### src/rtl/ssp_ram.sv
// ----------------------------------------------------------------------------
// ssp_ram
// Generic RAM: one write port, two read ports with registered read data.
// ----------------------------------------------------------------------------
`default_nettype none

module ssp_ram #(
  parameter int WIDTH = 32,
  parameter int DEPTH = 64,
  localparam int AW = (DEPTH > 1) ? $clog2(DEPTH) : 1
) (
  input  wire logic             clk,
  input  wire logic             we,
  input  wire logic [AW-1:0]    wr_addr,
  input  wire logic [WIDTH-1:0] wr_data,
  input  wire logic             re_a,
  input  wire logic [AW-1:0]    rd_addr_a,
  output logic      [WIDTH-1:0] rd_data_a,
  input  wire logic             re_b,
  input  wire logic [AW-1:0]    rd_addr_b,
  output logic      [WIDTH-1:0] rd_data_b
);

  logic [WIDTH-1:0] mem [DEPTH];

  always_ff @(posedge clk) begin
    if (we) begin
      mem[wr_addr] <= wr_data;
    end
    if (re_a) begin
      rd_data_a <= mem[rd_addr_a];
    end
    if (re_b) begin
      rd_data_b <= mem[rd_addr_b];
    end
  end

endmodule

`default_nettype wire

### config.mk
export PLATFORM = sky130hd
export DESIGN_NAME = ssp_ram
export DESIGN_NICKNAME = d
export VERILOG_FILES = /design/src/rtl/ssp_ram.sv
export SDC_FILE = /design/constraint.sdc
export NUM_CORES = 2
export LEC_CHECK = 0
export BUFFER_PORTS_ARGS = -buffer_cell sky130_fd_sc_hd__buf_2
export CELL_PAD_IN_SITES_DETAIL_PLACEMENT = 1
export CELL_PAD_IN_SITES_GLOBAL_PLACEMENT = 2
export CORE_ASPECT_RATIO = 2
export CORE_MARGIN = 2
export CORE_UTILIZATION = 27
export DETAILED_ROUTE_END_ITERATION = 10
export GPL_ROUTABILITY_DRIVEN = 0
export PLACE_DENSITY_LB_ADDON = 0.1
export SYNTH_ARGS = -nofsm -noshare
export SYNTH_HDL_FRONTEND = slang
export SYNTH_SLANG_ARGS = --single-unit
### constraint.sdc
create_clock -name clk -period 6.05 [get_ports clk]
set_clock_uncertainty 0.2 [all_clocks]
set_input_delay 0.605 -clock clk [delete_from_list [all_inputs] [get_ports clk]]
set_output_delay 0.605 -clock clk [all_outputs]
set_load 0.05 [all_outputs]
-- Yosys cells after proc, flatten, opt, wreduce, memory -nomap -nowiden
Memories as Yosys holds them, arrays and structs flattened. A register that Yosys moved wholly into a read port is not among the register bits.
Index checks and enable logic that the tools add are counted.
- bits in registers: 0
- RAM bits: 2048
- bits of input ports: 54
- output and inout port bits: 64
- word-level logic and storage cells: 3
- memories kept: 1
- muxes and demuxes: 2
- memory list (memory ; words ; bits a word ; rd ports ; clocked after memory_dff ; wr ports ; line ; text):
    mem ; 64 ; 32 ; 2 ; 2 ; 1 ; 24 ; logic [WIDTH-1:0] mem [DEPTH];
- operator list (cell ; count):
    1-bit two-way mux ; 2

-- Longest topological paths before layout
- word-level depth: 2
- mapped depth: 10
- depth with buffers taken out: 5

-- Least setup slack after synthesis
Ideal clock, no wire load.
- path type: input port to flip-flop
- start: input port wr_addr[3]
- end: memory mem[48][0] (enable)
- library setup time: 0.461 ns
- arrival time: 3.335 ns
- required time: 5.389 ns
- setup slack: 2.054 ns
- cell stages on the path: 4
- buffers on the path: 1
- cell sequence: clkbuf_1 nor2b_1 nand4b_1 nor3_1
- RTL lines (item ; line ; text):
    start, declared ; 14 ; input wire logic [AW-1:0] wr_addr,
    end, declared ; 24 ;
Straight into the memory's write port.

==> impl_metrics.tcl <==
set metrics [dict create \
    die_h_um 848.6 \
    synth-edff-count 2112 \
    hold_class "in -> reg" \
    finalMaxSlewViolations 0 \
    cp-start-kind "input port" \
    setup_viol 0 \
    layout.nets 4693 \
    grt_pass1_vias 56709 \
    die_x_um 426.3 \
    grt_max_degree 93 \
    ys.flop_type "edfxtp_1" \
    worst_pin_slew_ns 1.269 \
    syn_inst 4412 \
    die_area_um2 361800 \
    rr_startpoint "mem[10][11]" \
    core_area_um2 355700 \
    min_period_ns 3.428 \
    clock_latency_ns 0.91 \
    synth_seq_cells 2112 \
    crit_chain "buf_8 -> buf_12 -> buf_4 -> buf_4 -> mux4_2 -> mux4_2 -> o22ai_1 -> a21oi_1" \
    vias 50915 \
    cp.required_ns 6.46 \
    final_antenna_net_count 0 \
    cp_slowest_cell "o22ai_1" \
    cts_setup_buffers 0 \
    final_cell_mix "2112 x edfxtp_1, 1124 x mux4_2, 215 x clkbuf_16" \
    final_common_cell "edfxtp_1" \
    max_slew_margin_pct 15.19 \
    wire_per_inst_um 40.96 \
    critPathMaxFanout 45 \
    netlist_area_um2 96300 \
    overflow 0 \
    critPathLaunch "rd_addr_b[1]" \
    drc 0 \
    antenna_found_initial 38 \
    cpPeakStageDelay_ns 0.62 \
    synth_top_area_share_pct 65.86 \
    htreeDepth 4 \
    power.leakage_nw 33.80 \
    ys_seq_area_share_pct 65.86 \
    ys_warn_count 0 \
    synth_area_leaders "edfxtp_1 66%, mux4_2 26%, mux2i_1 2.1%" \
    wl_um 388900 \
    arrival_ns 3.84 \
    rsz0062_at_grt "false" \
    status "finished clean" \
    max_cap_violations 0 \
    syn_area_per_cell_um2 21.83 \
    hold_slack_ns 0.1177 \
    io_pins 118 \
    worstSetupPathType "in -> reg" \
    grt_pass1_wl_um 521700 \
    yosys.area.top_type "edfxtp_1" \
    end_kind "flip-flop" \
    clock_sinks 2112 \
    hold_viol_final 0 \
    async_flop_share_pct 0 \
    min_from "rd_addr_b[4]" \
    clock.fmax_mhz 291.7 \
    dp_hpwl_um 239500 \
    cts_hold_buf 1 \
    vdd_drop_max_uv 203.4 \
    fp-row-count 310 \
    drt_iter0_drc 4558 \
    cts-root-buf "clkbuf_16" \
    post_cts_resized 0 \
    port_buffers 117 \
    fin_setup_tns_ns 0 \
    cts_tree "built" \
    grt_use_total_pct 21.40 \
    initial_utilization_pct 27.08 \
    drtPass1Iterations 6 \
    fin_crit_sh_pct 56.66 \
    synth_nets 4466 \
    clkSlewWorstSetupHoldPaths_ns 0.07 \
    nFillCells 35082 \
    vias_per_cell 5.362 \
    ys_types 37 \
    drive_gt1_share_pct 39.41 \
    p_per_area_nw_per_um2 294.4 \
    cts_made_buffers 211 \
    cts_buffer_depth 4 \
    area_delta_synth_final_pct 14.98 \
]
power by group:
part | leakage [nW] | internal, mW | switching [mW]
registers | 19.1 | 16.3 | 0.104
clock network | 3.22 | 7.29 | 6.02
logic | 11.5 | 1.08 | 1.84
total | 33.8 | 24.6 | 7.97
cell type report:
cell class | instances | area [µm²] | area share [%]
antenna | 13 | 32.53 | 0.02938
inverter | 1 | 3.754 | 0.003390
multi-input combinational | 1952 | 31660 | 28.59
sequential | 2112 | 63420 | 57.28
timing repair buffer | 361 | 3157 | 2.851
clock inverter | 119 | 1054 | 0.9515
tap | 4680 | 5856 | 5.288
clock buffer | 258 | 5542 | 5.005
critical path, delay by kind of cell:
kind,cells,cell delay [ns]
compound gates,2,0.72
buf+inv,4,1.53
mux,2,0.91
state kept, by name (all words and copies together), names as in the netlist:
name       cells
mem         2048
rd_data_a     32
rd_data_b     32
metal layers:
| layer | wire (µm) | track usage [%] | share of wire [%] | vias to the layer above |
|---|---|---|---|---|
| met1 | 150300 | 25.84 | 39 | 29211 |
| met5 | 52 | 0 | 0.013 | - |
| met2 | 213000 | 40.13 | 55 | 1249 |
| met3 | 14190 | 2.107 | 3.6 | 433 |
| met4 | 11350 | 5.735 | 2.9 | 8 |
| li1 | - | - | - | 20014 |
logic make-up after synthesis:
logic type      count (synthesis)  synth area share [%]
flops                        2112                 65.86
simple gates                  248                 1.125
mux                          1364                 28.83
buf+inv                       348                 1.814
compound gates                340                 2.376
path summary, 6_finish.rpt:
path                         to  slack [ns]  cells after the start
hold reg to reg   rd_data_b[31]        0.81                      4
setup / recovery  rd_data_b[12]        2.62                      8
hold / removal    rd_data_b[24]        0.12                      3
setup reg to reg  rd_data_b[11]        3.25                      4
cells in the mapped netlist, drive strengths merged (36+ instances only):
library cell     n
a21oi           58
edfxtp        2112
clkbuf         135
mux2i          204
nand2           93
o22ai           56
mux4          1124
a22oi           85
mux2            36
nor2            94
o21ai           49
buf            212
stage by stage:
step	instances	setup slack [ns]	utilization (%)	instance area, µm²	power (mW)
final	9496	2.622	31.13	110700	32.60
after global routing	9487	2.530	31.12	110700	33.56
after CTS	9483	2.637	31.12	110700	33.07
after global placement	9105	1.677	29.26	104100	19.67
after detailed placement	9105	1.641	29.26	104100	19.68
after floorplan	4412	2.054	-	96300	18.32
Note: power is estimated with default switching activity, not from simulation.
